<file path="config.mk">
export PLATFORM = sky130hd
export DESIGN_NAME = brightest_column_steering_core
export DESIGN_NICKNAME = d
export VERILOG_FILES = /design/src/rtl/bcs_pkg.sv /design/src/rtl/bcs_fifo.sv /design/src/rtl/bcs_front.sv /design/src/rtl/bcs_back.sv /design/src/rtl/brightest_column_steering_core.sv
export SDC_FILE = /design/constraint.sdc
export NUM_CORES = 1
export LEC_CHECK = 0
export ABC_CLOCK_PERIOD_IN_PS = 8100
export BUFFER_PORTS_ARGS = -buffer_cell sky130_fd_sc_hd__clkbuf_2
export CORE_ASPECT_RATIO = 1.25
export CORE_MARGIN = 3
export CORE_UTILIZATION = 40
export CTS_BUF_LIST = sky130_fd_sc_hd__clkbuf_2 sky130_fd_sc_hd__clkbuf_4 sky130_fd_sc_hd__clkbuf_8
export DETAILED_ROUTE_END_ITERATION = 10
export PLACE_DENSITY = 0.54
export REMOVE_ABC_BUFFERS = 1
export SLEW_MARGIN = 10
export SYNTH_ARGS = -nofsm -noshare
export SYNTH_HDL_FRONTEND = slang
export SYNTH_SLANG_ARGS = --single-unit
</file>
<file path="constraint.sdc">
create_clock -name clk -period 8.1 [get_ports clk]
set_input_delay 1.215 -clock clk [delete_from_list [all_inputs] [get_ports clk]]
set_output_delay 1.215 -clock clk [all_outputs]
set_load 0.02 [all_outputs]
</file>
<file path="src/rtl/bcs_pkg.sv">
// Shared types and constants for the brightest column steering block.
// Used by every module under rtl but bcs_fifo; depends on nothing else.
package bcs_pkg;

    localparam int DEFAULT_MAX_ROW_WIDTH = 2048;

    localparam int ROW_IDX_W = 13;
    localparam int CFG_W     = 16;
    localparam int CFG_IDX_W = 2;
    localparam int DIV_W     = 32;
    localparam int DEN_W     = 17;
    localparam int JOB_DEPTH = 4;
    localparam int RES_DEPTH = 2;

    localparam logic [CFG_IDX_W-1:0] REG_TURN_GAIN     = 2'd0;
    localparam logic [CFG_IDX_W-1:0] REG_FORWARD_SPEED = 2'd1;
    localparam logic [CFG_IDX_W-1:0] REG_OPENING_LIMIT = 2'd2;

    localparam logic [CFG_W-1:0] TURN_GAIN_RESET     = 16'd256;
    localparam logic [CFG_W-1:0] FORWARD_SPEED_RESET = 16'd655;
    localparam logic [CFG_W-1:0] OPENING_LIMIT_RESET = 16'd6554;

    typedef enum logic {
        CMD_PIXEL = 1'b0,
        CMD_TICK  = 1'b1
    } cmd_t;

    typedef enum logic {
        JOB_ROW  = 1'b0,
        JOB_TICK = 1'b1
    } job_kind_t;

    typedef struct packed {
        job_kind_t            kind;
        logic [ROW_IDX_W-1:0] column;
        logic [ROW_IDX_W-1:0] width;
    } bcs_job_t;

    typedef struct packed {
        logic signed [15:0] angular_rate;
        logic [15:0]        linear_rate;
    } bcs_result_t;

    typedef struct packed {
        logic [CFG_W-1:0] turn_gain;
        logic [CFG_W-1:0] forward_speed;
        logic [CFG_W-1:0] opening_limit;
    } bcs_cfg_t;

    typedef enum logic [2:0] {
        B_IDLE,
        B_TICK,
        B_DIV,
        B_DIV_DONE,
        B_EMIT
    } back_state_t;

endpackage

</file>
<file path="src/rtl/bcs_fifo.sv">
// Small first-in first-out queue built from registers.
// Generic in width and depth; no package dependencies.
module bcs_fifo #(
    parameter int WIDTH = 8,
    parameter int DEPTH = 4
) (
    input  logic             clk,
    input  logic             rst_n,
    input  logic             push,
    input  logic [WIDTH-1:0] wdata,
    output logic             full,
    input  logic             pop,
    output logic [WIDTH-1:0] rdata,
    output logic             empty
);
    localparam int PTR_W = (DEPTH > 1) ? $clog2(DEPTH) : 1;
    localparam int CNT_W = $clog2(DEPTH + 1);

    logic [WIDTH-1:0] mem_reg [DEPTH];
    logic [PTR_W-1:0] wr_ptr_reg, wr_ptr_next;
    logic [PTR_W-1:0] rd_ptr_reg, rd_ptr_next;
    logic [CNT_W-1:0] count_reg, count_next;
    logic             do_push;
    logic             do_pop;

    assign full    = (count_reg == CNT_W'(DEPTH));
    assign empty   = (count_reg == '0);
    assign do_push = push && !full;
    assign do_pop  = pop && !empty;
    assign rdata   = mem_reg[rd_ptr_reg];

    always_comb
    begin
        wr_ptr_next = wr_ptr_reg;
        rd_ptr_next = rd_ptr_reg;
        count_next  = count_reg;
        if (do_push)
        begin
            wr_ptr_next = (wr_ptr_reg == PTR_W'(DEPTH - 1)) ? '0 : wr_ptr_reg + 1'b1;
        end
        if (do_pop)
        begin
            rd_ptr_next = (rd_ptr_reg == PTR_W'(DEPTH - 1)) ? '0 : rd_ptr_reg + 1'b1;
        end
        if (do_push && !do_pop)
        begin
            count_next = count_reg + 1'b1;
        end
        else if (do_pop && !do_push)
        begin
            count_next = count_reg - 1'b1;
        end
    end

    always_ff @(posedge clk or negedge rst_n)
    begin
        if (!rst_n)
        begin
            wr_ptr_reg <= '0;
            rd_ptr_reg <= '0;
            count_reg  <= '0;
        end
        else
        begin
            wr_ptr_reg <= wr_ptr_next;
            rd_ptr_reg <= rd_ptr_next;
            count_reg  <= count_next;
        end
    end

    always_ff @(posedge clk)
    begin
        if (do_push)
        begin
            mem_reg[wr_ptr_reg] <= wdata;
        end
    end

    assert property (@(posedge clk) disable iff (!rst_n) count_reg <= CNT_W'(DEPTH))
        else $error("Queue count exceeds its depth.");
    assert property (@(posedge clk) disable iff (!rst_n)
        (do_push && !do_pop) |=> !empty)
        else $error("Queue is empty right after a push.");
    assert property (@(posedge clk) disable iff (!rst_n)
        (count_reg == '0) |-> (wr_ptr_reg == rd_ptr_reg))
        else $error("Empty queue has unequal pointers.");

endmodule

</file>
<file path="src/rtl/bcs_front.sv">
// Front end: tracks the brightest pixel of the current row, one item per cycle while
// the job queue is not full. Emits a row job at row end and a tick job per tick; uses bcs_pkg.
module bcs_front #(
    parameter int MAX_ROW_WIDTH = bcs_pkg::DEFAULT_MAX_ROW_WIDTH
) (
    input  logic              clk,
    input  logic              rst_n,
    input  logic              in_valid,
    input  logic              command,
    input  logic [7:0]        pixel,
    input  logic              row_end,
    input  logic              job_full,
    output logic              job_push,
    output bcs_pkg::bcs_job_t job
);
    import bcs_pkg::*;

    localparam int CNT_W = $clog2(MAX_ROW_WIDTH + 1);
    localparam int COL_W = $clog2(MAX_ROW_WIDTH);

    logic [7:0]       best_value_reg, best_value_next;
    logic [COL_W-1:0] best_column_reg, best_column_next;
    logic [CNT_W-1:0] column_count_reg, column_count_next;
    logic             accept;
    logic             is_tick;

    assign accept  = in_valid && !job_full;
    assign is_tick = (cmd_t'(command) == CMD_TICK);

    always_comb
    begin
        best_value_next   = best_value_reg;
        best_column_next  = best_column_reg;
        column_count_next = column_count_reg;
        job_push          = 1'b0;
        job.kind          = JOB_TICK;
        job.column        = '0;
        job.width         = '0;
        if (accept && !is_tick)
        begin
            if (column_count_reg < CNT_W'(MAX_ROW_WIDTH))
            begin
                if (column_count_reg == '0 || pixel > best_value_reg)
                begin
                    best_value_next  = pixel;
                    best_column_next = COL_W'(column_count_reg);
                end
                column_count_next = column_count_reg + 1'b1;
            end
            if (row_end)
            begin
                job_push          = 1'b1;
                job.kind          = JOB_ROW;
                job.column        = ROW_IDX_W'(best_column_next);
                job.width         = ROW_IDX_W'(column_count_next);
                best_value_next   = '0;
                best_column_next  = '0;
                column_count_next = '0;
            end
        end
        else if (accept)
        begin
            job_push = 1'b1;
        end
    end

    always_ff @(posedge clk or negedge rst_n)
    begin
        if (!rst_n)
        begin
            best_value_reg   <= '0;
            best_column_reg  <= '0;
            column_count_reg <= '0;
        end
        else
        begin
            best_value_reg   <= best_value_next;
            best_column_reg  <= best_column_next;
            column_count_reg <= column_count_next;
        end
    end

    assert property (@(posedge clk) disable iff (!rst_n)
        column_count_reg <= CNT_W'(MAX_ROW_WIDTH))
        else $error("Column count runs past the row limit.");
    assert property (@(posedge clk) disable iff (!rst_n)
        (job_push && job.kind == JOB_ROW) |->
        (job.width != '0 && job.column < job.width))
        else $error("Row job with an impossible column or width.");
    assert property (@(posedge clk) disable iff (!rst_n)
        (column_count_reg != '0) |-> (CNT_W'(best_column_reg) < column_count_reg))
        else $error("Best column lies beyond the columns seen.");

endmodule

</file>
<file path="src/rtl/bcs_back.sv">
// Back end: turns row jobs into the stored offset and tick jobs into results.
// One shared restoring divider and one multiplier; uses bcs_pkg.
module bcs_back (
    input  logic                 clk,
    input  logic                 rst_n,
    input  bcs_pkg::bcs_cfg_t    cfg,
    input  logic                 job_empty,
    input  bcs_pkg::bcs_job_t    job,
    output logic                 job_pop,
    input  logic                 res_full,
    output logic                 res_push,
    output bcs_pkg::bcs_result_t res
);
    import bcs_pkg::*;

    localparam int CNT_W = $clog2(DIV_W);

    back_state_t       state_reg, state_next;
    logic [15:0]       steer_offset_reg, steer_offset_next;
    logic [4:0]        div_cnt_reg, div_cnt_next;
    logic [DEN_W-1:0]  div_rem_reg, div_rem_next;
    logic [DEN_W-1:0]  div_den_reg, div_den_next;
    logic [DIV_W-1:0]  div_quo_reg, div_quo_next;
    logic [32:0]       mag_reg, mag_next;
    logic              neg_reg, neg_next;
    logic              row_op_reg, row_op_next;
    logic [15:0]       ang_reg, ang_next;
    logic [15:0]       lin_reg, lin_next;

    logic signed [15:0] off_s;
    logic [16:0]        abs_off;
    logic [17:0]        lin_abs;
    logic               lin_en;
    logic [DEN_W-1:0]   lin_den;
    logic [DIV_W-1:0]   lin_num;
    logic [13:0]        two_col;
    logic [13:0]        row_n;
    logic               row_neg;
    logic [13:0]        row_dmag;
    logic [DEN_W:0]     div_shift;
    logic               div_ge;
    logic [33:0]        ang_sum;
    logic [18:0]        ang_mag;

    assign off_s   = $signed(steer_offset_reg);
    assign abs_off = off_s[15] ? 17'(-$signed({off_s[15], off_s})) : {1'b0, off_s};
    assign lin_abs = {abs_off, 1'b0};
    assign lin_en  = (lin_abs < 18'(cfg.opening_limit)) && (cfg.forward_speed != '0);
    assign lin_den = DEN_W'(lin_abs) + DEN_W'(cfg.forward_speed);
    assign lin_num = {cfg.forward_speed, 16'd0} + DIV_W'(lin_den[DEN_W-1:1]);

    assign two_col  = {job.column, 1'b0};
    assign row_n    = 14'(job.width);
    assign row_neg  = two_col < row_n;
    assign row_dmag = row_neg ? row_n - two_col : two_col - row_n;

    assign div_shift = {div_rem_reg, div_quo_reg[DIV_W-1]};
    assign div_ge    = div_shift >= {1'b0, div_den_reg};

    assign ang_sum = 34'(mag_reg) + 34'd16384;
    assign ang_mag = ang_sum[33:15];

    assign res.angular_rate = $signed(ang_reg);
    assign res.linear_rate  = lin_reg;

    always_comb
    begin
        state_next        = state_reg;
        steer_offset_next = steer_offset_reg;
        div_cnt_next      = div_cnt_reg;
        div_rem_next      = div_rem_reg;
        div_den_next      = div_den_reg;
        div_quo_next      = div_quo_reg;
        mag_next          = mag_reg;
        neg_next          = neg_reg;
        row_op_next       = row_op_reg;
        ang_next          = ang_reg;
        lin_next          = lin_reg;
        job_pop           = 1'b0;
        res_push          = 1'b0;
        unique case (state_reg)
            B_IDLE:
            begin
                if (!job_empty)
                begin
                    job_pop = 1'b1;
                    if (job.kind == JOB_ROW)
                    begin
                        row_op_next  = 1'b1;
                        neg_next     = row_neg;
                        div_quo_next = DIV_W'({row_dmag[12:0], 15'd0}) + DIV_W'(row_n);
                        div_den_next = DEN_W'({row_n, 1'b0});
                        div_rem_next = '0;
                        div_cnt_next = '0;
                        state_next   = B_DIV;
                    end
                    else
                    begin
                        row_op_next = 1'b0;
                        neg_next    = !off_s[15] && (off_s != '0);
                        mag_next    = 33'(abs_off) * 33'(cfg.turn_gain);
                        state_next  = B_TICK;
                    end
                end
            end
            B_TICK:
            begin
                if (neg_reg)
                begin
                    ang_next = (ang_mag > 19'd32768) ? 16'h8000 : 16'(-ang_mag);
                end
                else
                begin
                    ang_next = (ang_mag > 19'd32767) ? 16'h7FFF : ang_mag[15:0];
                end
                if (lin_en)
                begin
                    div_quo_next = lin_num;
                    div_den_next = lin_den;
                    div_rem_next = '0;
                    div_cnt_next = '0;
                    state_next   = B_DIV;
                end
                else
                begin
                    lin_next   = '0;
                    state_next = B_EMIT;
                end
            end
            B_DIV:
            begin
                div_rem_next = div_ge ? DEN_W'(div_shift - {1'b0, div_den_reg})
                                      : DEN_W'(div_shift);
                div_quo_next = {div_quo_reg[DIV_W-2:0], div_ge};
                div_cnt_next = div_cnt_reg + 1'b1;
                if (div_cnt_reg == CNT_W'(DIV_W - 1))
                begin
                    state_next = B_DIV_DONE;
                end
            end
            B_DIV_DONE:
            begin
                if (row_op_reg)
                begin
                    steer_offset_next = neg_reg ? 16'(-div_quo_reg[15:0]) : div_quo_reg[15:0];
                    state_next        = B_IDLE;
                end
                else
                begin
                    lin_next   = (div_quo_reg[31:16] != '0) ? 16'hFFFF : div_quo_reg[15:0];
                    state_next = B_EMIT;
                end
            end
            B_EMIT:
            begin
                if (!res_full)
                begin
                    res_push   = 1'b1;
                    state_next = B_IDLE;
                end
            end
            default:
            begin
                state_next = B_IDLE;
            end
        endcase
    end

    always_ff @(posedge clk or negedge rst_n)
    begin
        if (!rst_n)
        begin
            state_reg        <= B_IDLE;
            steer_offset_reg <= '0;
        end
        else
        begin
            state_reg        <= state_next;
            steer_offset_reg <= steer_offset_next;
        end
    end

    always_ff @(posedge clk)
    begin
        div_cnt_reg <= div_cnt_next;
        div_rem_reg <= div_rem_next;
        div_den_reg <= div_den_next;
        div_quo_reg <= div_quo_next;
        mag_reg     <= mag_next;
        neg_reg     <= neg_next;
        row_op_reg  <= row_op_next;
        ang_reg     <= ang_next;
        lin_reg     <= lin_next;
    end

    assert property (@(posedge clk) disable iff (!rst_n)
        (state_reg == B_DIV) |-> (div_den_reg != '0))
        else $error("Divider runs with a zero divisor.");
    assert property (@(posedge clk) disable iff (!rst_n)
        ($signed(steer_offset_reg) >= -16'sd16384) && ($signed(steer_offset_reg) <= 16'sd16383))
        else $error("Stored offset is out of range.");
    assert property (@(posedge clk) disable iff (!rst_n)
        (state_reg == B_EMIT && !res_full) |=> (state_reg == B_IDLE))
        else $error("Result was not handed off.");
    assert property (@(posedge clk) disable iff (!rst_n)
        job_pop |-> (state_reg == B_IDLE && !job_empty))
        else $error("Job taken while the back end is busy.");

endmodule

</file>
<file path="src/rtl/brightest_column_steering_core.sv">
// Top level of the brightest column steering block: configuration registers,
// front end, job queue, back end and result queue. Uses bcs_pkg and all rtl modules.
//
//  Channel   Handshake                Payload
//  input     push / full              command, pixel, row_end
//  result    empty / pop              angular_rate, linear_rate
//  config    cfg_write                cfg_index, cfg_data
//
// Pixel items leave no result; the front end takes them while the job queue is not full.
// A row end queues a job that the back end runs through its 32-step divider.
// A tick takes the back end through its tick and emit states, and through the divider when the forward rate needs it.
// The input stalls (full) only while the four-entry job queue is full.
// Reset clears all control state and takes effect at once; there is no clearing pass.
module brightest_column_steering_core #(
    parameter int MAX_ROW_WIDTH = bcs_pkg::DEFAULT_MAX_ROW_WIDTH
) (
    input  logic                            clk,
    input  logic                            rst_n,
    input  logic                            push,
    output logic                            full,
    input  logic                            command,
    input  logic [7:0]                      pixel,
    input  logic                            row_end,
    output logic                            empty,
    input  logic                            pop,
    output logic signed [15:0]              angular_rate,
    output logic [15:0]                     linear_rate,
    input  logic                            cfg_write,
    input  logic [bcs_pkg::CFG_IDX_W-1:0]   cfg_index,
    input  logic [bcs_pkg::CFG_W-1:0]       cfg_data
);
    import bcs_pkg::*;

    bcs_cfg_t    cfg_reg, cfg_next;
    bcs_job_t    front_job;
    bcs_job_t    back_job;
    bcs_result_t back_res;
    bcs_result_t out_res;
    logic        job_push;
    logic        job_full;
    logic        job_pop;
    logic        job_empty;
    logic        res_push;
    logic        res_full;

    always_comb
    begin
        cfg_next = cfg_reg;
        if (cfg_write)
        begin
            unique case (cfg_index)
                REG_TURN_GAIN:     cfg_next.turn_gain     = cfg_data;
                REG_FORWARD_SPEED: cfg_next.forward_speed = cfg_data;
                REG_OPENING_LIMIT: cfg_next.opening_limit = cfg_data;
                default:           cfg_next = cfg_reg;
            endcase
        end
    end

    always_ff @(posedge clk or negedge rst_n)
    begin
        if (!rst_n)
        begin
            cfg_reg.turn_gain     <= TURN_GAIN_RESET;
            cfg_reg.forward_speed <= FORWARD_SPEED_RESET;
            cfg_reg.opening_limit <= OPENING_LIMIT_RESET;
        end
        else
        begin
            cfg_reg <= cfg_next;
        end
    end

    bcs_front #(
        .MAX_ROW_WIDTH(MAX_ROW_WIDTH)
    ) u_front (
        .clk     (clk),
        .rst_n   (rst_n),
        .in_valid(push),
        .command (command),
        .pixel   (pixel),
        .row_end (row_end),
        .job_full(job_full),
        .job_push(job_push),
        .job     (front_job)
    );

    bcs_fifo #(
        .WIDTH($bits(bcs_job_t)),
        .DEPTH(JOB_DEPTH)
    ) u_job_queue (
        .clk  (clk),
        .rst_n(rst_n),
        .push (job_push),
        .wdata(front_job),
        .full (job_full),
        .pop  (job_pop),
        .rdata(back_job),
        .empty(job_empty)
    );

    bcs_back u_back (
        .clk      (clk),
        .rst_n    (rst_n),
        .cfg      (cfg_reg),
        .job_empty(job_empty),
        .job      (back_job),
        .job_pop  (job_pop),
        .res_full (res_full),
        .res_push (res_push),
        .res      (back_res)
    );

    bcs_fifo #(
        .WIDTH($bits(bcs_result_t)),
        .DEPTH(RES_DEPTH)
    ) u_res_queue (
        .clk  (clk),
        .rst_n(rst_n),
        .push (res_push),
        .wdata(back_res),
        .full (res_full),
        .pop  (pop),
        .rdata(out_res),
        .empty(empty)
    );

    assign full         = job_full;
    assign angular_rate = out_res.angular_rate;
    assign linear_rate  = out_res.linear_rate;

endmodule
</file>
# After elaboration in Yosys (flattened, before gate mapping)
# Memories as Yosys holds them, arrays and structs flattened.
# Index checks and enable logic that the tools add are counted.
dict set report word_totals {
  mem_bits_rw 172
  input_bits 33
  regBits 247
  wordCells 186
  mem_count 2
}
dict set report classes {
  n_lt_le_gt_ge 7
  reduce_logical 49
  mul 1
  n_addsub 20
  muxes 65
  n_eq_ne 18
  n_bitwise 1
}
# name depth word_bits read_ports rd_clocked_by_memory_dff wr line_no
set mem_list {}
lappend mem_list {u_job_queue.mem_reg 4 27 1 0 1 bcs_fifo.sv:19} ;# logic [WIDTH-1:0] mem_reg [DEPTH];
lappend mem_list {u_res_queue.mem_reg 2 32 1 0 1 bcs_fifo.sv:19}
# op count
set op_table {}
lappend op_table {{17-bit 2-to-1 mux} 8}
lappend op_table {{16-bit 2-to-1 mux} 7}
lappend op_table {{32-bit 2-to-1 mux} 3}
lappend op_table {{32-bit one-hot mux with 3 select lines} 1}
lappend op_table {{27-bit 2-to-1 mux} 2}
lappend op_table {{17-bit one-hot mux with 3 select lines} 1}
lappend op_table {{16-bit nonzero test} 3}
lappend op_table {{33-bit by 15-bit adder with 34-bit output (second input constant)} 1}
lappend op_table {{17-bit one-hot mux with 2 select lines} 1}
lappend op_table {{17-bit by 16-bit multiplier with 33-bit output} 1}
lappend op_table {{11-bit 2-to-1 mux} 3}
lappend op_table {{32-bit by 16-bit adder with 32-bit output} 1}
lappend op_table {{16-bit negator} 2}
lappend op_table {{16-bit one-hot mux with 2 select lines} 1}
lappend op_table {{28-bit by 13-bit adder with 29-bit output} 1}
lappend op_table {{13-bit subtractor} 2}
lappend op_table {{12-bit 2-to-1 mux} 2}
lappend op_table {{8-bit 2-to-1 mux} 3}
lappend op_table {{3-bit 2-to-1 mux} 7}
lappend op_table {{19-bit by 15-bit > comparator with 1-bit output (second input constant)} 1}
lappend op_table {{19-bit by 16-bit > comparator with 1-bit output (second input constant)} 1}
lappend op_table {{18-bit by 17-bit greater-or-equal comparator with 1-bit output} 1}
lappend op_table {{18-bit by 16-bit < comparator with 1-bit output} 1}
lappend op_table {{17-bit by 16-bit adder with 17-bit output} 1}
lappend op_table {{other kinds (38)} 106}

# Logic depth before layout (Yosys ltp)
dict set report depth {
  word_depth 10
  depth_mapped 30
}

# Cells and area by module
# A second synthesis with hierarchy kept.
dict set report hier_totals {
  cells_unflattened 2737
  area_unflattened_um2 29962.5
}
# mod area_per_inst_um2 seq_area_each_um2 cells_each n_inst
set by_module_without_submodules {}
lappend by_module_without_submodules {bcs_back 18770.5 4199.0 2066 1}
lappend by_module_without_submodules {{bcs_fifo (u_job_queue)} 4336.7 3418.3 178 1}
lappend by_module_without_submodules {{bcs_fifo (u_res_queue)} 2658.8 2021.9 119 1}
lappend by_module_without_submodules {bcs_front 2363.5 775.7 272 1}
lappend by_module_without_submodules {brightest_column_steering_core 1833.0 1218.7 102 1}

# Least setup slack after synthesis
# Ideal clock, no wire load.
dict set report synth_path {
  path_kind {reg2reg}
  startpoint {register u_back.steer_offset_reg[3] (netlist: u_back.off_s[3])}
  endpoint {register u_back.mag_reg[32] (data pin)}
  path_buffers 1
  setup_slack_ps 354
  path_stages_with_launch 28
  setup_ps 260
  t_arrival_ps 7486
  cell_sequence {dfrtp_1 -> or4_1 -> nor3_1 -> nand2b_1 -> or4_1 -> nand2_1 -> xnor2_1 -> clkbuf_1 -> nand2_1 -> fa_1 -> fa_1 -> fa_1 -> inv_1 -> fa_1 -> fa_1 -> inv_1 -> fa_1 -> inv_1 -> ha_1 -> nor3_1 -> nor2_1 -> a41oi_1 -> o21a_1 -> o21ai_1 -> or4_1 -> a31o_2 -> a21oi_1 -> xnor2_1}
}
dict set report synth_between {
  elab_chain_cells 3
}
# element line_no
set synth_lines {}
lappend synth_lines {{from (decl)} bcs_back.sv:19} ;# logic [15:0] steer_offset_reg, steer_offset_next;
lappend synth_lines {{from (signal assigned)} bcs_back.sv:179} ;# steer_offset_reg <= steer_offset_next;
lappend synth_lines {{16-bit negator with 17-bit output} bcs_back.sv:46} ;# assign abs_off = off_s[15] ? 17'(-$signed({off_s[15], off_s})) : {1'b0, off_s};
lappend synth_lines {{17-bit 2-to-1 mux (*)} bcs_back.sv:46}
lappend synth_lines {{17-bit by 16-bit multiplier with 33-bit output (*)} bcs_back.sv:101} ;# mag_next = 33'(abs_off) * 33'(cfg.turn_gain);
lappend synth_lines {{to (signal assigned)} bcs_back.sv:189} ;# mag_reg <= mag_next;
lappend synth_lines {{to (decl)} bcs_back.sv:24} ;# logic [32:0] mag_reg, mag_next;
# Mark *: on every way between the ends. The rest lies on a longest branch, timed or not.
# A chain may end at the register's enable or synchronous reset.

# Worst setup path after layout
dict set report layout_path {
  startpoint {register u_back.steer_offset_reg[4] (netlist: u_back.off_s[4])}
  endpoint {register u_back.mag_reg[32] (data pin)}
}
# Same word-level chain as after synthesis.

==> flow_metrics.py <==
metrics = {
    "outcome": {
        "status": "completed",
    },
    "worst_setup_path": {
        "crit_fanout": 7,
        "crit_required_ns": 8.52,
        "cp_common_cell": "fa_1",
        "criticalPathCategory": "reg -> reg",
        "cp_data_arrival_time_ns": 8.37,
        "crit_path_end_kind": "flop",
        "path_buf_inv": 4,
        "crit_slowest_cell": "or4_4",
        "setup.worst_path.start": "u_back.off_s[4]",
        "start_kind": "flop",
        "reg2reg_from": "u_back.off_s[4]",
        "cpLargestDelayFamily": "adder cells",
        "slowest_delay_ns": 0.58,
    },
    "yosys": {
        "yosys.area_share.simple_pct": 12.9,
        "synth_compound_area_share_pct": 9.15,
        "synth_seq_area_share_pct": 38.9,
        "synth.area.mux_share_pct": 6.18,
        "synth_edf_count": 284,
        "synth_top_area_share_pct": 29.4,
        "yosys.area_share.xor_xnor_pct": 3.56,
        "ys.flop_type": "edfxtp_1",
        "netlist_instances": 2691,
        "async_flop_share_pct": 27.7,
        "yosys_warnings": 0,
        "synth_top_cell_by_area": "edfxtp_1",
        "synth-seq-cells": 393,
        "synth_top_family_by_area": "adder cells",
        "synthAdderAreaFrac_pct": 23.1,
        "ys_types": 87,
        "ys_top_cells_by_area": "edfxtp_1 29%, fa_1 15%, ha_1 8.4%, dfrtp_1 8.2%, inv_1 4.6%",
        "avgSynthCellArea_sq_um": 10.8,
        "syn_area_sq_mm": 0.0290,
    },
    "routing": {
        "num_vias": 19937,
        "drt-wirelength-per-cell_um": 19.7,
        "firstDrtPassIters": 5,
        "first_iter_violations": 1137,
        "wl_um": 74700,
        "drc_errors": 0,
        "ant_nets": 0,
        "vias_per_cell": 5.27,
    },
    "timing": {
        "setup_viol": 0,
        "max_freq_mhz": 126,
        "slew_viol_final": 0,
        "slew_headroom_pct": 26.9,
        "worst_pin_slew_ns": 1.09,
        "hold_viol": 0,
        "period_share_pct": 98.1,
        "min_period_ns": 7.95,
        "fin_skew_ns": 0.0357,
    },
    "placed_design": {
        "place_congestion": 0.911,
        "hpwlAfterDp_um": 57200,
        "place_inst": 3652,
        "dpl_cell_area_sq_mm": 0.0305,
        "port_buffers": 66,
    },
    "global_route": {
        "globalRouteTotalUtil_pct": 20.0,
        "grt_max_degree": 62,
        "grt_pass1_wl_um": 117000,
        "grt_overflow": 0,
        "grt_pass1_vias": 21005,
        "antenna_found_initial": 4,
    },
    "clock_tree": {
        "cts_buffers": 68,
        "ctsHoldBuffers": 0,
        "clk_pin_slew_worst_paths_ns": 0.06,
        "clock-sinks": 393,
        "cts_tree": "done",
        "cts_root_buf": "clkbuf_8",
        "htree_levels": 3,
        "clk_path_buf_depth": 3,
        "worstSkewPairLatency_ns": 0.68,
    },
    "final_layout": {
        "layout_common_cells": "348 x inv_1, 284 x edfxtp_1, 273 x nand2_1, 209 x fa_1, 189 x ha_1",
        "instances_no_fill": 3785,
        "largest_reg_flops": 96,
        "nets": 3224,
        "layout-drive-gt1-share_pct": 15.2,
        "syn_to_final_growth_pct": 11.3,
        "n_fill_cell": 6735,
        "final_area_sq_mm": 0.0322,
        "mostFrequentLayoutCell": "inv_1",
    },
    "min_path": {
        "hp-class": "reg -> reg",
        "min-delay-start": "u_back.lin_reg[8]",
    },
    "floorplan": {
        "initial_core_util_pct": 40.7,
        "die_w_um": 247,
        "num_rows": 109,
        "core_sq_mm": 0.0712,
        "io_pins": 67,
        "die_y_um": 307,
        "dieArea_sq_mm": 0.0757,
    },
    "run": {
        "max_cap_violations": 0,
    },
}
-- logic make-up after synthesis --
| group | count (synthesis) |
|---|---|
| adders and majority gates | 407 |
| xor gates and xnor gates | 117 |
| and+or+nand+nor | 773 |
| buffers and inverters | 471 |
| AOI/OAI and AO/OA | 390 |
| muxes | 138 |
| other | 2 |
| DFF | 393 |
-- final timing paths --
path	slack, ns	cells after the start	end
max	0.15	25	u_back.mag_reg[32]
min	0.44	0	u_res_queue.mem_reg[1][8]
max reg2reg	0.15	25	u_back.mag_reg[32]
min reg2reg	0.44	0	u_res_queue.mem_reg[1][8]
max in group asynchronous	6.25	2	cfg_reg[9]
min in group asynchronous	0.60	1	u_front.best_column_reg[2]
-- layout make-up --
class	instances	area, sq um	share of cell area [%]
multi-input cells	1841	16200	50.3
flip-flops and latches	393	11300	35.0
inverters	354	1330	4.12
well taps	943	1180	3.66
clock buffers	88	1120	3.47
repair buffers	126	811	2.52
clock inverters	38	305	0.947
diodes	2	5.00	0.0155
-- worst register-to-register path: cells and delay by family, from the launching register on --
| family | cells | cell delay, ns |
|---|---|---|
| AO/OA/AOI/OAI | 6 | 1.22 |
| XOR/XNOR | 2 | 0.30 |
| adder cells (fa/ha/maj) | 7 | 3.40 |
| buffers and inverters | 4 | 0.32 |
| flip-flops | 1 | 0.38 |
| AND/OR/NAND/NOR | 6 | 2.06 |
-- stage by stage --
stage                     util (%)  setup slack [ns]  hold slack [ns]  TNS (ns)
final                         45.3             0.150            0.437         0
after global routing          45.3            -0.127            0.444    -0.173
after CTS                     44.9            0.0389            0.440         0
after detailed placement      42.9            0.0622            0.430         0
after global placement        42.9             0.159            0.426         0
after floorplan                  -             0.352            0.421         0
-- routing by layer --
layer  GRT usage [%]  vias up  wire length [um]
li1                -     9351                 -
met1            22.8    10053             28800
met2            37.4      379             40500
met3            2.67      150              2430
met4            8.21        4              2960
met5               0        -                40
-- synth_stat cells (all sizes together), types with 22 or more instances --
| master | instances |
|---|---|
| a21o | 42 |
| a21oi | 76 |
| a22oi | 29 |
| and2 | 120 |
| buf | 22 |
| clkbuf | 95 |
| dfrtp | 95 |
| edfxtp | 284 |
| fa | 212 |
| ha | 195 |
| inv | 353 |
| mux2 | 84 |
| mux2i | 30 |
| mux4 | 24 |
| nand2 | 274 |
| nand3 | 32 |
| nor2 | 170 |
| nor2b | 24 |
| nor3 | 44 |
| o21ai | 112 |
| xnor2 | 69 |
| xor2 | 48 |
-- what timing repair did --
item	in CTS	in global routing
hold endpoints to repair	0	0
setup buffers	0	5
gates resized for setup	0	49
endpoints found under the setup margin	0	4
Power is left out: the tool's default activity adds up to more than one toggle a clock period on the data nets, which glitch-free logic cannot reach.
